**src/design/hse3d_pkg.sv**
```systemverilog
// Shared types and constants for the 3D seven-point heat stencil block.
// No dependencies; every other design file imports this package.
package hse3d_pkg;

    // Fixed field widths
    localparam int DATA_W = 32;
    localparam int COEF_W = 16;
    localparam int SIZE_W = 7;
    localparam int CIDX_W = 3;
    // Second difference, scaled term and final sum widths
    localparam int LAP_W  = 34;
    localparam int PROD_W = LAP_W + COEF_W + 1;
    localparam int TERM_W = PROD_W - 16;
    localparam int SUM_W  = TERM_W + 2;
    // Output queue depth and its pointer width
    localparam int OQ_DEPTH = 8;
    localparam int OQ_AW    = 3;

    // Configuration register indexes
    typedef enum logic [CIDX_W-1:0] {
        CFG_SIZE_X = 3'd0,
        CFG_SIZE_Y = 3'd1,
        CFG_SIZE_Z = 3'd2,
        CFG_COEF_X = 3'd3,
        CFG_COEF_Y = 3'd4,
        CFG_COEF_Z = 3'd5
    } t_cfg_idx;

    // Per-word control that follows the read data down the pipeline
    typedef struct packed {
        logic sample;
        logic emit;
        logic interior;
        logic last;
    } t_meta;

    // Sign-extend a sample to the second difference width
    function automatic logic signed [LAP_W-1:0] f_ext_lap(input logic signed [DATA_W-1:0] v);
        return LAP_W'(v);
    endfunction

endpackage

```
**src/design/hse3d_outq.sv**
```systemverilog
// Output queue that holds finished words until the downstream side takes them.
// Depends on hse3d_pkg for depth and widths.
module hse3d_outq import hse3d_pkg::*; (
    input  logic              i_clk,
    input  logic              i_rst_n,
    input  logic              i_push,
    input  logic [DATA_W-1:0] i_data,
    input  logic              i_last,
    input  logic              i_tready,
    output logic              o_tvalid,
    output logic [DATA_W-1:0] o_tdata,
    output logic              o_tlast,
    output logic [OQ_AW:0]    o_count
);

    logic [DATA_W:0]  r_q [OQ_DEPTH];
    logic [OQ_AW-1:0] r_wr, r_rd;
    logic [OQ_AW:0]   r_count;
    logic             pop;

    assign pop = o_tvalid && i_tready;

    // Entry storage
    always_ff @(posedge i_clk) begin
        if (i_push) begin
            r_q[r_wr] <= {i_last, i_data};
        end
    end

    // Pointers and fill count
    always_ff @(posedge i_clk) begin
        if (!i_rst_n) begin
            r_wr    <= '0;
            r_rd    <= '0;
            r_count <= '0;
        end else begin
            if (i_push) begin
                r_wr <= r_wr + 1'b1;
            end
            if (pop) begin
                r_rd <= r_rd + 1'b1;
            end
            r_count <= r_count + {{OQ_AW{1'b0}}, i_push} - {{OQ_AW{1'b0}}, pop};
        end
    end

    assign o_tvalid = r_count != '0;
    assign o_tdata  = r_q[r_rd][DATA_W-1:0];
    assign o_tlast  = r_q[r_rd][DATA_W];
    assign o_count  = r_count;

endmodule

```
**config.mk**
```make
export PLATFORM = sky130hd
export DESIGN_NAME = hse3d_outq
export DESIGN_NICKNAME = d
export VERILOG_FILES = /design/src/design/hse3d_pkg.sv /design/src/design/hse3d_outq.sv
export SDC_FILE = /design/constraint.sdc
export NUM_CORES = 1
export LEC_CHECK = 0
export BUFFER_PORTS_ARGS = -buffer_cell sky130_fd_sc_hd__buf_2
export CAP_MARGIN = 20
export CORE_MARGIN = 2
export CORE_UTILIZATION = 40
export DETAILED_ROUTE_END_ITERATION = 16
export GPL_TIMING_DRIVEN = 0
export PLACE_DENSITY = 0.7
export SETUP_SLACK_MARGIN = 0.05
export SYNTH_ARGS = -nofsm -noshare
export SYNTH_HDL_FRONTEND = slang
export SYNTH_SLANG_ARGS = --single-unit
```
**constraint.sdc**
```tcl
create_clock -name i_clk -period 3.56 [get_ports i_clk]
set_input_delay 0.89 -clock i_clk [delete_from_list [all_inputs] [get_ports i_clk]]
set_output_delay 0.89 -clock i_clk [all_outputs]
set_load 0.05 [all_outputs]
```
Yosys cells after proc, flatten, opt, wreduce, memory -nomap -nowiden
Memories as Yosys holds them, arrays and structs flattened. A register that Yosys moved wholly into a read port is not among the register bits.
Cells that the tools add are included.
{ "classes": {"reduce_logical": 2, "n_addsub": 4, "muxes": 4} }
{ "ops": {"columns": ["cell", "count"], "rows": [
  ["adder 3 x 1 -> 3 bit (second input constant)", 2],
  ["two-way mux 3 bit", 2],
  ["adder 4 x 1 -> 4 bit", 1],
  ["nonzero test 4 bit", 1],
  ["subtractor 4 x 1 -> 4 bit", 1],
  ["two-way mux 1 bit", 2],
  ["logical AND 1 bit", 1]
]} }
{ "totals": {"out_inout_bits": 38, "ram_bits": 264, "inputBits": 37, "wordCells": 14, "memories": 1, "reg_bits": 10} }
{ "mem_list": {"columns": ["name", "depth", "width", "rd", "rd_ports_with_merged_regs", "wr", "line", "text"], "rows": [
  ["r_q", 8, 33, 1, 1, 1, "hse3d_outq.sv:16", "logic [DATA_W:0] r_q [OQ_DEPTH];"]
]} }

Depth between registers and ports, before layout
{ "logic_depth": {"word_depth": 4, "mapped_depth": 10, "ltp_nobuf": 10} }

Least setup slack after synthesis
No wires, ideal clock.
{ "synth_timing": {"kind": "input-to-reg", "start": "input port i_push", "end": "memory r_q[0][0] (netlist name), enable pin", "t_required_ps": 3096, "arrival_time_ps": 3257, "setup_time_ps": 464, "stages": 2, "path_buffers": 0, "setup_slack_ps": -162, "path_cell_list": "nand2b_1 > nor3_1"} }
{ "synth_via": {"elab_chain_cells": 2} }
{ "synth_lines": {"columns": ["item", "line", "text"], "rows": [
  ["from (decl)", "hse3d_outq.sv:6", "input logic i_push,"],
  ["two-way mux 1 bit", "hse3d_outq.sv:25", "if (i_push) begin"],
  ["two-way mux 1 bit (implied by the code)", "hse3d_outq.sv:26", "r_q[r_wr] <= {i_last, i_data};"],
  ["to (decl)", "hse3d_outq.sv:16", null]
]} }
No other way between the ends.

==> results.sh <==
export IMPL_clk_latency_ns=0.52
export IMPL_synth_area_top_cells="edfxtp_1 (75%), mux4_2 (14%), mux2_2 (3.5%)"
export IMPL_first_iter_violations=280
export IMPL_cp_required_ns=2.67
export IMPL_endpoint_kind="output pin"
export IMPL_ys_warn_count=0
export IMPL_ff2ff_path_depth=9
export IMPL_switching_share_pct=27.3
export IMPL_synth_top_area_share_pct=75.0
export IMPL_gp_congestion=0.710
export IMPL_worst_slack_ns=0.218
export IMPL_grt_max_degree=26
export IMPL_core_area_sq_mm=0.0260
export IMPL_max_cap_violations=0
export IMPL_grt_pass1_vias=5216
export IMPL_ir_drop_mv=0.483
export IMPL_synthAdderAreaFrac_pct=0.900
export IMPL_port_buffers=74
export IMPL_worst_slew_pin_slew_ns=0.858
export IMPL_power_frac_seq_pct=45.5
export IMPL_power_internal_w=0.00596
export IMPL_ant_nets=0
export IMPL_yosysTopAreaCell="edfxtp_1"
export IMPL_reg2reg_slack_ns=1.26
export IMPL_grt_use_met1_pct=19.1
export IMPL_path_class="flop to output pin"
export IMPL_pwr_share_clk_pct=33.6
export IMPL_wl_per_cell_um=21.8
export IMPL_dieArea_sq_mm=0.0277
export IMPL_synth_fp_nets=497
export IMPL_die_x_um=167
export IMPL_cts_max_level=1
export IMPL_avgSynthCellArea_sq_um=23.3
export IMPL_route_detailed_drc=0
export IMPL_cp_common_cell="buf_2"
export IMPL_synth_xor_area_share_pct=0.249
export IMPL_grt_overflow_total=0
export IMPL_fmax_mhz=299
export IMPL_synth_top_family_by_area="multiplexers"
export IMPL_p_switching_w=0.00223
export IMPL_num_nets_final=611
export IMPL_drt_wl_total_um=20100
export IMPL_via_count=4818
export IMPL_initial_core_util_pct=40.7
export IMPL_cts_buffers=28
export IMPL_p_comb_share_pct=20.8
export IMPL_hold_violations=0
export IMPL_use_met2_pct=25.5
export IMPL_setup_viol=0
export IMPL_hpwl_um=12800
export IMPL_p_leak_nw=4.06
export IMPL_dr_pass1_iters=4
export IMPL_slew_headroom_pct=42.6
export IMPL_grt_usage_pct=14.6
export IMPL_r2r_end="o_count[1]"
export IMPL_slew_violations=0
export IMPL_hold_class="flop to flop"
export IMPL_chipHeight_um=167
export IMPL_netlist_instances=453
export IMPL_rows=59
export IMPL_cts_clk_slew_worst_paths_ns=0.06
export IMPL_area_delta_synth_final_pct=18.6
export IMPL_fin_crit_ns=3.34
export IMPL_synthSimpleGateAreaFrac_pct=1.56
export IMPL_critPathBufInv=3
export IMPL_whs_endpoint="r_rd[2]"
export IMPL_cts_setup_buffers=0
export IMPL_root_buffer="clkbuf_16"
export IMPL_status="finished, final reports clean"
export IMPL_synth_area_mux_share_pct=18.4
export IMPL_worst_path_max_delay_cell="buf_2"
export IMPL_worst_clock_skew_ns=0.00618
export IMPL_final_cell_mix="edfxtp_1 (264), buf_2 (80), mux4_2 (66)"
export IMPL_min_from="r_rd[2]"
export IMPL_io_pins=75
export IMPL_grt_use_met3_pct=2.95
export IMPL_critPathTopFamily="buffers and inverters"
export IMPL_critPathMaxStageDelay_ns=0.39
export IMPL_fillers=2113
export IMPL_via_per_inst=5.23
export IMPL_power_density_mw_per_mm2=654
export IMPL_ys_ff_latch=277
export IMPL_syn_area_sq_mm=0.0106
export IMPL_yosysUniqueCellTypes=25
export IMPL_cts_sinks=277
export IMPL_crit_fanout=10
export IMPL_cts_tree="done"
export IMPL_antenna_found_initial=4
export IMPL_worstPathArrival_ns=2.45
export IMPL_crit_chain="clkbuf_2 > buf_2 > mux4_2 > mux2_2 > buf_2"
export IMPL_clock_tree_buffer_depth=3
export IMPL_preCtsSetupSlack_ns=0.513
export IMPL_post_route_period_util_pct=93.9
export IMPL_hold_ws_ns=0.486
export IMPL_regToRegStartpoint="o_count[2]"
export IMPL_whs_path_depth=2
export IMPL_grt_busiest_layer="met2"
export IMPL_synth_compound_area_share_pct=0.118
export IMPL_grt_pass1_wl_um=30800
export IMPL_drive_gt1_share_pct=42.0
export IMPL_yosysSeqAreaShare_pct=77.5
export IMPL_layout_cells_most_common="edfxtp_1"
export IMPL_start_kind="flop"
export IMPL_rsz0062_at_grt="false"
export IMPL_fin_tns_setup_ns=0
## worst max path at each step
stage | from | to | cells past startpoint
detailed placement | flop | o_tdata[23] | 5
CTS | flop | o_tdata[23] | 4
floorplan | i_push | r_q[2][0] | 2
global route | flop | o_tdata[23] | 4
global placement | i_push | r_q[7][19] | 3
finish | flop | o_tdata[23] | 5
## state kept, by name, summed over array words and instances (netlist names), named ones only
register	flops
o_count	4
r_q	264
r_rd	3
r_wr	3
## routing by layer
| layer | part of all wire, % | wire length, um |
|---|---|---|
| met5 | 0.065 | 13 |
| met4 | 1.7 | 350 |
| met3 | 4.4 | 875 |
| met2 | 52 | 10400 |
| met1 | 42 | 8400 |
## power by group through the flow
stage / combinational (W) / clock [W] / sequential [W]
final: 0.00171 / 0.00276 / 0.00373
after global routing: 0.00182 / 0.00295 / 0.00374
after CTS: 0.00174 / 0.00282 / 0.00373
after detailed placement: 0.00174 / 0 / 0.00380
after global placement: 0.00168 / 0 / 0.00379
after floorplan: 0.00125 / 0 / 0.00385
## kinds of logic (layout without fill, tap and decap cells)
logic type,after synthesis,count (layout)
flops,277,277
mux,108,108
simple gates,33,33
buf+inv,23,154
fa+ha+maj,7,7
xor+xnor,3,3
compound gates,2,2
other cells,0,2
## worst min-delay path: cells and delay by family (launching register included)
kind	cells	cell delay (ns)
multiplexers	1	0.06
flip-flops	1	0.30
AND/OR/NAND/NOR	1	0.07
## final cells by class
| type | count | area (sq um) | share of cell area, % |
|---|---|---|---|
| Sequential cell | 277 | 8190 | 65.4 |
| Multi-Input combinational cell | 153 | 2310 | 18.5 |
| Clock buffer | 35 | 768 | 6.13 |
| Timing Repair Buffer | 84 | 588 | 4.69 |
| Tap cell | 335 | 419 | 3.35 |
| Buffer | 19 | 118 | 0.939 |
| Clock inverter | 12 | 111 | 0.889 |
| Inverter | 4 | 15.0 | 0.120 |
| Antenna cell | 2 | 5.00 | 0.0400 |
## repair_timing
item / 4_1_cts / 5_1_grt
endpoints found under the hold margin: 0 / 0
hold buffers: 0 / 0
setup endpoints to repair: 33 / 0
resized for setup: 1 / 0
## cell usage after synthesis
cell	instances
clkbuf_1	7
dfxtp_1	13
xnor2_1	2
or2_2	1
or3b_2	1
buf_6	5
edfxtp_1	264
mux2i_1	9
buf_1	1
nand2_1	9
and2_1	4
nand2b_1	6
mux2_2	33
nor3_1	2
nor2b_1	2
inv_1	4
nand3_1	1
a21oi_1	1
fa_1	1
xor2_1	1
a21o_1	1
mux4_2	66
buf_2	6
nor2_1	7
ha_1	6
## per-stage QoR
stage	instance area [sq um]	power, W	instances	utilization, %
finish	12500	0.00819	921	48.2
global route	12500	0.00851	919	48.2
CTS	12500	0.00829	919	48.2
detailed placement	11600	0.00554	872	44.8
global placement	11400	0.00547	862	43.7
floorplan	10600	0.00509	453	-
No activity file was read; power rests on OpenSTA's default activity.
