<file path="src/design/hse3d_pkg.sv">
// Shared types and constants for the 3D seven-point heat stencil block.
// No dependencies; every other design file imports this package.
package hse3d_pkg;

    // Fixed field widths
    localparam int DATA_W = 32;
    localparam int COEF_W = 16;
    localparam int SIZE_W = 7;
    localparam int CIDX_W = 3;
    // Second difference, scaled term and final sum widths
    localparam int LAP_W  = 34;
    localparam int PROD_W = LAP_W + COEF_W + 1;
    localparam int TERM_W = PROD_W - 16;
    localparam int SUM_W  = TERM_W + 2;
    // Output queue depth and its pointer width
    localparam int OQ_DEPTH = 8;
    localparam int OQ_AW    = 3;

    // Configuration register indexes
    typedef enum logic [CIDX_W-1:0] {
        CFG_SIZE_X = 3'd0,
        CFG_SIZE_Y = 3'd1,
        CFG_SIZE_Z = 3'd2,
        CFG_COEF_X = 3'd3,
        CFG_COEF_Y = 3'd4,
        CFG_COEF_Z = 3'd5
    } t_cfg_idx;

    // Per-word control that follows the read data down the pipeline
    typedef struct packed {
        logic sample;
        logic emit;
        logic interior;
        logic last;
    } t_meta;

    // Sign-extend a sample to the second difference width
    function automatic logic signed [LAP_W-1:0] f_ext_lap(input logic signed [DATA_W-1:0] v);
        return LAP_W'(v);
    endfunction

endpackage

</file>
<file path="src/design/hse3d_datapath.sv">
// Stencil arithmetic: second differences, coefficient products and saturating sum.
// Depends on hse3d_pkg; fed by the window read data and the top-level control.
module hse3d_datapath import hse3d_pkg::*; (
    input  logic              i_clk,
    input  logic              i_rst_n,
    input  logic              i_v1,
    input  t_meta             i_meta,
    input  logic [DATA_W-1:0] i_xp,
    input  logic [DATA_W-1:0] i_qa0,
    input  logic [DATA_W-1:0] i_qa1,
    input  logic [DATA_W-1:0] i_qb0,
    input  logic [DATA_W-1:0] i_qb1,
    input  logic [COEF_W-1:0] i_coef_x,
    input  logic [COEF_W-1:0] i_coef_y,
    input  logic [COEF_W-1:0] i_coef_z,
    output logic              o_valid,
    output logic [DATA_W-1:0] o_updated,
    output logic              o_last,
    output logic [1:0]        o_inflight
);

    // Center and minus-z values trail the plus-z read by one and two samples.
    logic [DATA_W-1:0] r_p1, r_p0;

    logic signed [DATA_W-1:0] u1;
    logic signed [LAP_W-1:0]  two_u, lap_x, lap_y, lap_z;

    logic                     r_v2, r_int2, r_last2;
    logic signed [DATA_W-1:0] r_u2;
    logic signed [LAP_W-1:0]  r_lap_x, r_lap_y, r_lap_z;

    logic signed [PROD_W-1:0] prod_x, prod_y, prod_z;

    logic                     r_v3, r_int3, r_last3;
    logic signed [DATA_W-1:0] r_u3;
    logic signed [TERM_W-1:0] r_t_x, r_t_y, r_t_z;

    logic signed [SUM_W-1:0]  sum;

    // First stage: pick the center and form the three second differences.
    always_comb begin
        u1    = i_meta.sample ? $signed(r_p1) : $signed(i_qa0);
        two_u = f_ext_lap(u1) <<< 1;
        lap_z = f_ext_lap($signed(i_qa0)) + f_ext_lap($signed(r_p0)) - two_u;
        lap_y = f_ext_lap($signed(i_qb0)) + f_ext_lap($signed(i_qb1)) - two_u;
        lap_x = f_ext_lap($signed(i_xp)) + f_ext_lap($signed(i_qa1)) - two_u;
    end

    always_ff @(posedge i_clk) begin
        if (i_v1 && i_meta.sample) begin
            r_p1 <= i_qa0;
            r_p0 <= r_p1;
        end
        r_u2    <= u1;
        r_lap_x <= lap_x;
        r_lap_y <= lap_y;
        r_lap_z <= lap_z;
        r_int2  <= i_meta.interior;
        r_last2 <= i_meta.last;
    end

    // Second stage: scale by the coefficients, floor shift by 16.
    always_comb begin
        prod_x = PROD_W'(r_lap_x) * PROD_W'($signed({1'b0, i_coef_x}));
        prod_y = PROD_W'(r_lap_y) * PROD_W'($signed({1'b0, i_coef_y}));
        prod_z = PROD_W'(r_lap_z) * PROD_W'($signed({1'b0, i_coef_z}));
    end

    always_ff @(posedge i_clk) begin
        r_u3    <= r_u2;
        r_t_x   <= prod_x[PROD_W-1:16];
        r_t_y   <= prod_y[PROD_W-1:16];
        r_t_z   <= prod_z[PROD_W-1:16];
        r_int3  <= r_int2;
        r_last3 <= r_last2;
    end

    // Valid flags of the two arithmetic stages.
    always_ff @(posedge i_clk) begin
        if (!i_rst_n) begin
            r_v2 <= 1'b0;
            r_v3 <= 1'b0;
        end else begin
            r_v2 <= i_v1 && i_meta.emit;
            r_v3 <= r_v2;
        end
    end

    // Final stage: add and saturate; faces of the grid keep their value.
    always_comb begin
        sum = SUM_W'(r_u3) + SUM_W'(r_t_x) + SUM_W'(r_t_y) + SUM_W'(r_t_z);
        if (!r_int3) begin
            o_updated = r_u3;
        end else if (sum[SUM_W-1:DATA_W-1] == '0 || sum[SUM_W-1:DATA_W-1] == '1) begin
            o_updated = sum[DATA_W-1:0];
        end else if (sum[SUM_W-1]) begin
            o_updated = {1'b1, {(DATA_W-1){1'b0}}};
        end else begin
            o_updated = {1'b0, {(DATA_W-1){1'b1}}};
        end
    end

    assign o_valid    = r_v3;
    assign o_last     = r_last3;
    assign o_inflight = {1'b0, r_v2} + {1'b0, r_v3};

endmodule

</file>
<file path="config.mk">
export PLATFORM = sky130hd
export DESIGN_NAME = hse3d_datapath
export DESIGN_NICKNAME = d
export VERILOG_FILES = /design/src/design/hse3d_pkg.sv /design/src/design/hse3d_datapath.sv
export SDC_FILE = /design/constraint.sdc
export NUM_CORES = 2
export LEC_CHECK = 0
export BUFFER_PORTS_ARGS = -buffer_cell sky130_fd_sc_hd__buf_2
export CAP_MARGIN = 20
export CORE_MARGIN = 10
export CORE_UTILIZATION = 60
export DETAILED_ROUTE_END_ITERATION = 8
export PLACE_DENSITY_LB_ADDON = 0.12
export SETUP_SLACK_MARGIN = 0.5
export SYNTH_ARGS = -nofsm -noshare
export SYNTH_HDL_FRONTEND = slang
export SYNTH_SLANG_ARGS = --single-unit
</file>
<file path="constraint.sdc">
create_clock -name i_clk -period 6.8 [get_ports i_clk]
set_input_delay 0.68 -clock i_clk [delete_from_list [all_inputs] [get_ports i_clk]]
set_output_delay 0.68 -clock i_clk [all_outputs]
set_load 0.01 [all_outputs]
</file>
Yosys cells after proc, flatten, opt, wreduce, memory -nomap -nowiden
Cells that the tools add are included.
- equal/unequal tests: 1
- muxes and demuxes: 4
- multiply operators: 3
- reductions and logical operators: 4
- add/subtract/negate cells: 10
- operators by type and width (operator ; number):
    multiplier 34 x 17 -> 51 bit ; 3
    two-way mux 32 bit ; 4
    subtractor 33 x 33 -> 34 bit ; 3
    adder 32 x 32 -> 33 bit ; 3
    adder 36 x 35 -> 37 bit ; 1
    adder 37 x 35 -> 37 bit ; 1
    adder 32 x 35 -> 36 bit ; 1
    equality test 6 bit, second input constant ; 1
    zero test 6 bit ; 1
    adder 1 x 1 -> 2 bit ; 1
    logical AND 1 bit ; 2
    logical OR 1 bit ; 1
- input bits: 215
- register bits: 341
- logic and storage cells: 38

Depth between registers and ports, before layout
- depth after elaboration: 7
- gate-level depth with buffers: 26
- mapped depth without buffers: 25

Worst setup path before layout
No wires, ideal clock.
- kind: in2reg
- start: input port i_coef_x[8]
- end: register r_t_x[32]
- arrival time: 7.100 ns
- stages: 26
- library setup time: 0.062 ns
- path slack: -0.362 ns
- path through: clkbuf_1 clkbuf_1 nand2_1 fa_1 inv_1 fa_1 inv_1 fa_1 inv_1 fa_1 fa_1 inv_1 fa_1 inv_1 ha_1 a21o_1 a21o_1 a21oi_1 nor2_1 a2111oi_0 o21ai_1 a41o_1 a311oi_4 o31ai_1 a2111o_1 nand3_1
- longest elaborated chain between the ends: 1
- ends and longest elaborated chain (item ; line ; text):
    from (decl) ; hse3d_datapath.sv:13 ; input logic [COEF_W-1:0] i_coef_x,
    multiplier 34 x 17 -> 51 bit ; hse3d_datapath.sv:64 ; prod_x = PROD_W'(r_lap_x) * PROD_W'($signed({1'b0, i_coef_x}));
    named net prod_x[48] ; hse3d_datapath.sv:32 ; logic signed [PROD_W-1:0] prod_x, prod_y, prod_z;
    to (signal assigned) ; hse3d_datapath.sv:71 ; r_t_x <= prod_x[PROD_W-1:16];
    to (decl) ; hse3d_datapath.sv:36 ; logic signed [TERM_W-1:0] r_t_x, r_t_y, r_t_z;
The timed path passes the listed nets, and every way through them passes these cells.
A chain may end at the register's enable or synchronous reset.

Final worst setup path
- start: register r_lap_z[18]
- end: register r_t_z[33]
- longest elaborated chain between the ends: 1
- ends and longest elaborated chain (item ; line ; text):
    from (decl) ; hse3d_datapath.sv:30 ; logic signed [LAP_W-1:0] r_lap_x, r_lap_y, r_lap_z;
    from (signal assigned) ; hse3d_datapath.sv:57 ; r_lap_z <= lap_z;
    multiplier 34 x 17 -> 51 bit ; hse3d_datapath.sv:66 ; prod_z = PROD_W'(r_lap_z) * PROD_W'($signed({1'b0, i_coef_z}));
    named net prod_z[49] ; hse3d_datapath.sv:32 ;
    to (signal assigned) ; hse3d_datapath.sv:73 ; r_t_z <= prod_z[PROD_W-1:16];
    to (decl) ; hse3d_datapath.sv:36 ;
The timed path passes the listed nets, and every way through them passes these cells.

==> reports/results.txt <==
Status - finished clean
CORE AREA - 0.122 sq mm
CTS tree - yes
Clock Sinks - 341
Area of the multi-input gates - 0.0584 sq mm
# rows - 128
CTS root buf - clkbuf_16
Io pins - 251
Overflow after GRT - 0
Hold Path Sink - r_int2$_DFF_P_
Final Core Density - 0.689
Clk buf depth - 3
Post-synthesis sequential area ratio - 0.101
Htree depth - 2
R2r setup slk - 0.38 ns
Slew margin rel. - 0.275
Worst EP arrival - 6.92 ns
DP HPWL - 173 mm
Post-layout min period - 6.42 ns
Layout cells sized above 1 - 0.143
Min-Delay Path Class - primary input to flip-flop
CP max FO - 9
RR Endpoint - r_t_z[33]$_DFF_P_
Syn Area/Cell - 9.14 sq um
DR vias - 55290
Max-slew violation count - 0
Post-Synth Adder-Cell Area - 0.548
Compound-cell area share of the yosys netlist - 0.0586
Worst Tran Pin Value - 1.08 ns
Dpl ws - -0.314 ns
Number of flops mapped to enable cells by yosys - 64
Setup crit end kind - flip-flop
Total CTS buffers - 40
Clk pin slew, worst setup/hold paths - 0.06 ns
Top cell type's share of synthesized area - 0.464
Post-synth top flop - dfxtp_1
Mapped Cells - 8077
# fillers - 9819
Slowest stage delay, CP - 0.54 ns
Proportion of synthesized area in mux cells - 0.000440
I/O Buffers - 250
Die height - 371 um
Register-to-Register Path Depth - 25
Hold Fails Final Rpt - 0
CP max-delay cell - fa_1
Hold-fix buffers, CTS - 0
Routed WL per cell - 19.6 um
Vias in the first global route - 59379
Kind of critical path - flip-flop to flip-flop
#FFs+latches synth - 341
Post-Synth XOR/XNOR Area - 0.0269
Largest family of logic cells by synthesized area - adder cells
Fin Hold WS - 0.177 ns
Nets - 11076
Clock Skew - 0.0250 ns
Initial antenna violation count - 17
Setup WS post-layout - 0.384 ns
Max Cap Violations - 0
Latest clock arrival within the worst-skew pair - 0.60 ns
FF/Latch Area - 0.00765 sq mm
GRT Util Overall - 0.299
Reg2reg start - r_lap_z[18]$_DFF_P_
CP most frequent cell - fa_1
Synth top area cells - fa_1 (46%), inv_1 (11%), ha_1 (8.4%)
Final period util - 0.944
Largest net degree at the start of global routing - 65
Starting Density - 0.605
1st-pass router iterations - 6
Distinct cell type count after synthesis - 82
Die W - 371 um
Syn Nets - 10497
Vias per cell - 5.36
Yosys warns - 0
Worst Setup Start Kind - flip-flop
# setup viols final - 0
RePlAce Congestion - 0.948
Final wirelength - 202 mm
Routed Antenna Nets - 0
Asr flop ratio synth - 0
Synth area leader - fa_1
Achievable Freq - 156 MHz
First-pass GRT wire length - 320 mm
DRC errors left - 0
Synthesized cell area - 0.0739 sq mm
Hold path depth - 1
Synth Area in Simple Gates - 0.140
Die area - 0.138 sq mm
Req. time, crit path - 7.30 ns
Area grow syn2layout - 13.9%
RSZ-0062 raised after global routing - true
Drt initial violations - 3538
Hold_sp - i_meta[1]
==> per-layer routing <==
layer  vias to the layer above  track usage  share of wire
met3                       475       0.0623          0.082
met1                     28128        0.380           0.39
met2                      1954        0.498           0.48
met4                        16        0.120          0.050
li1                      24717            -              -
met5                         -            0        0.00062
==> worst max-delay path: cells and delay by family (launching register included) <==
family	cells	cell delay [ns]
compound gates	7	1.03
fa+ha+maj	7	3.30
xor+xnor	1	0.14
flops	1	0.40
simple gates	4	0.93
buf+inv	6	0.52
==> cell families (layout without fill, tap and decap cells) <==
family	count (synthesis)	count (layout)
AO/OA/AOI/OAI	655	655
XOR/XNOR	227	227
adder cells (fa/ha/maj)	2205	2205
buffers and inverters	2473	3083
flip-flops	341	341
multiplexers	3	3
other	0	6
AND/OR/NAND/NOR	2173	2173
==> how the worst max path moves through the flow <==
stage | startpoint | endpoint | slack, ns | cells after the start
after floorplan | i_coef_x[10] | r_t_x[32]$_DFF_P_ | 0.22 | 26
after global placement | i_coef_z[3] | r_t_z[33]$_DFF_P_ | -0.20 | 26
after detailed placement | i_coef_z[3] | r_t_z[33]$_DFF_P_ | -0.31 | 24
after CTS | r_lap_y[7]$_DFF_P_ | r_t_y[27]$_DFF_P_ | 0.42 | 24
after global routing | r_lap_z[17]$_DFF_P_ | r_t_z[33]$_DFF_P_ | 0.20 | 24
final | r_lap_z[18]$_DFF_P_ | r_t_z[33]$_DFF_P_ | 0.38 | 25
==> metrics by stage <==
stage,instance area (sq um),setup TNS (ns),instances
6_report,84100,0,10318
5_1_grt,84100,0,10313
4_1_cts,82800,0,10268
3_5_place_dp,80500,-6.36,10154
3_3_place_gp,80400,-2.67,10151
2_1_floorplan,74400,0,8077
==> area by class of cell <==
| cell class | count | share of cell area |
|---|---|---|
| multi-input cells | 5263 | 0.694 |
| clock inverters | 19 | 0.00375 |
| well taps | 1625 | 0.0242 |
| repair buffers | 812 | 0.0751 |
| flip-flops and latches | 341 | 0.0909 |
| inverters | 2198 | 0.0981 |
| clock buffers | 54 | 0.0139 |
| diodes | 6 | 0.000179 |
==> cells in the mapped netlist (all sizes together), types with 25 or more instances <==
library cell / n
o21a: 35
nor3: 47
nor2: 154
clkbuf: 270
a211oi: 25
and2: 614
xnor2: 162
inv: 2198
xor2: 65
nand2: 1138
edfxtp: 64
nand3: 46
ha: 493
nand2b: 35
dfxtp: 277
o21ai: 126
and3: 26
a21o: 98
nor2b: 46
fa: 1712
a21oi: 194
==> sequential cells by signal, summed over array words and instances, names as in the netlist, 32 cells and up <==
| name | flops |
|---|---|
| r_lap_x | 34 |
| r_p0 | 32 |
| r_lap_z | 34 |
| r_p1 | 32 |
| r_u3 | 32 |
| r_u2 | 32 |
| r_lap_y | 34 |
| r_t_z | 35 |
| r_t_x | 35 |
| r_t_y | 35 |
==> repair_timing <==
action	4_1_cts	5_1_grt
hold endpoints to repair	0	0
resized for setup	169	296
endpoints found under the setup margin	83	89
pin swaps	85	161
gates cloned	0	2
buffers inserted	41	42
==> placed cells by master (no fill, tap or decap), drive strengths merged, types with 9 or more instances in the layout <==
cell type     n
a211o        16
a211oi       25
a21boi       10
a21o         98
a21oi       194
a31oi        16
and2        614
and3         26
buf         799
clkbuf       67
dfxtp       277
edfxtp       64
fa         1712
ha          493
inv        2204
nand2      1138
nand2b       35
nand3        46
nand4        22
nor2        154
nor2b        46
nor3         47
o211ai        9
o21a         35
o21ai       126
o21bai       20
o22a         17
o31ai        16
or3          20
xnor2       162
xor2         65
Power is left out: the tool's default activity adds up to more than one toggle a clock period on the data nets, which glitch-free logic cannot reach.
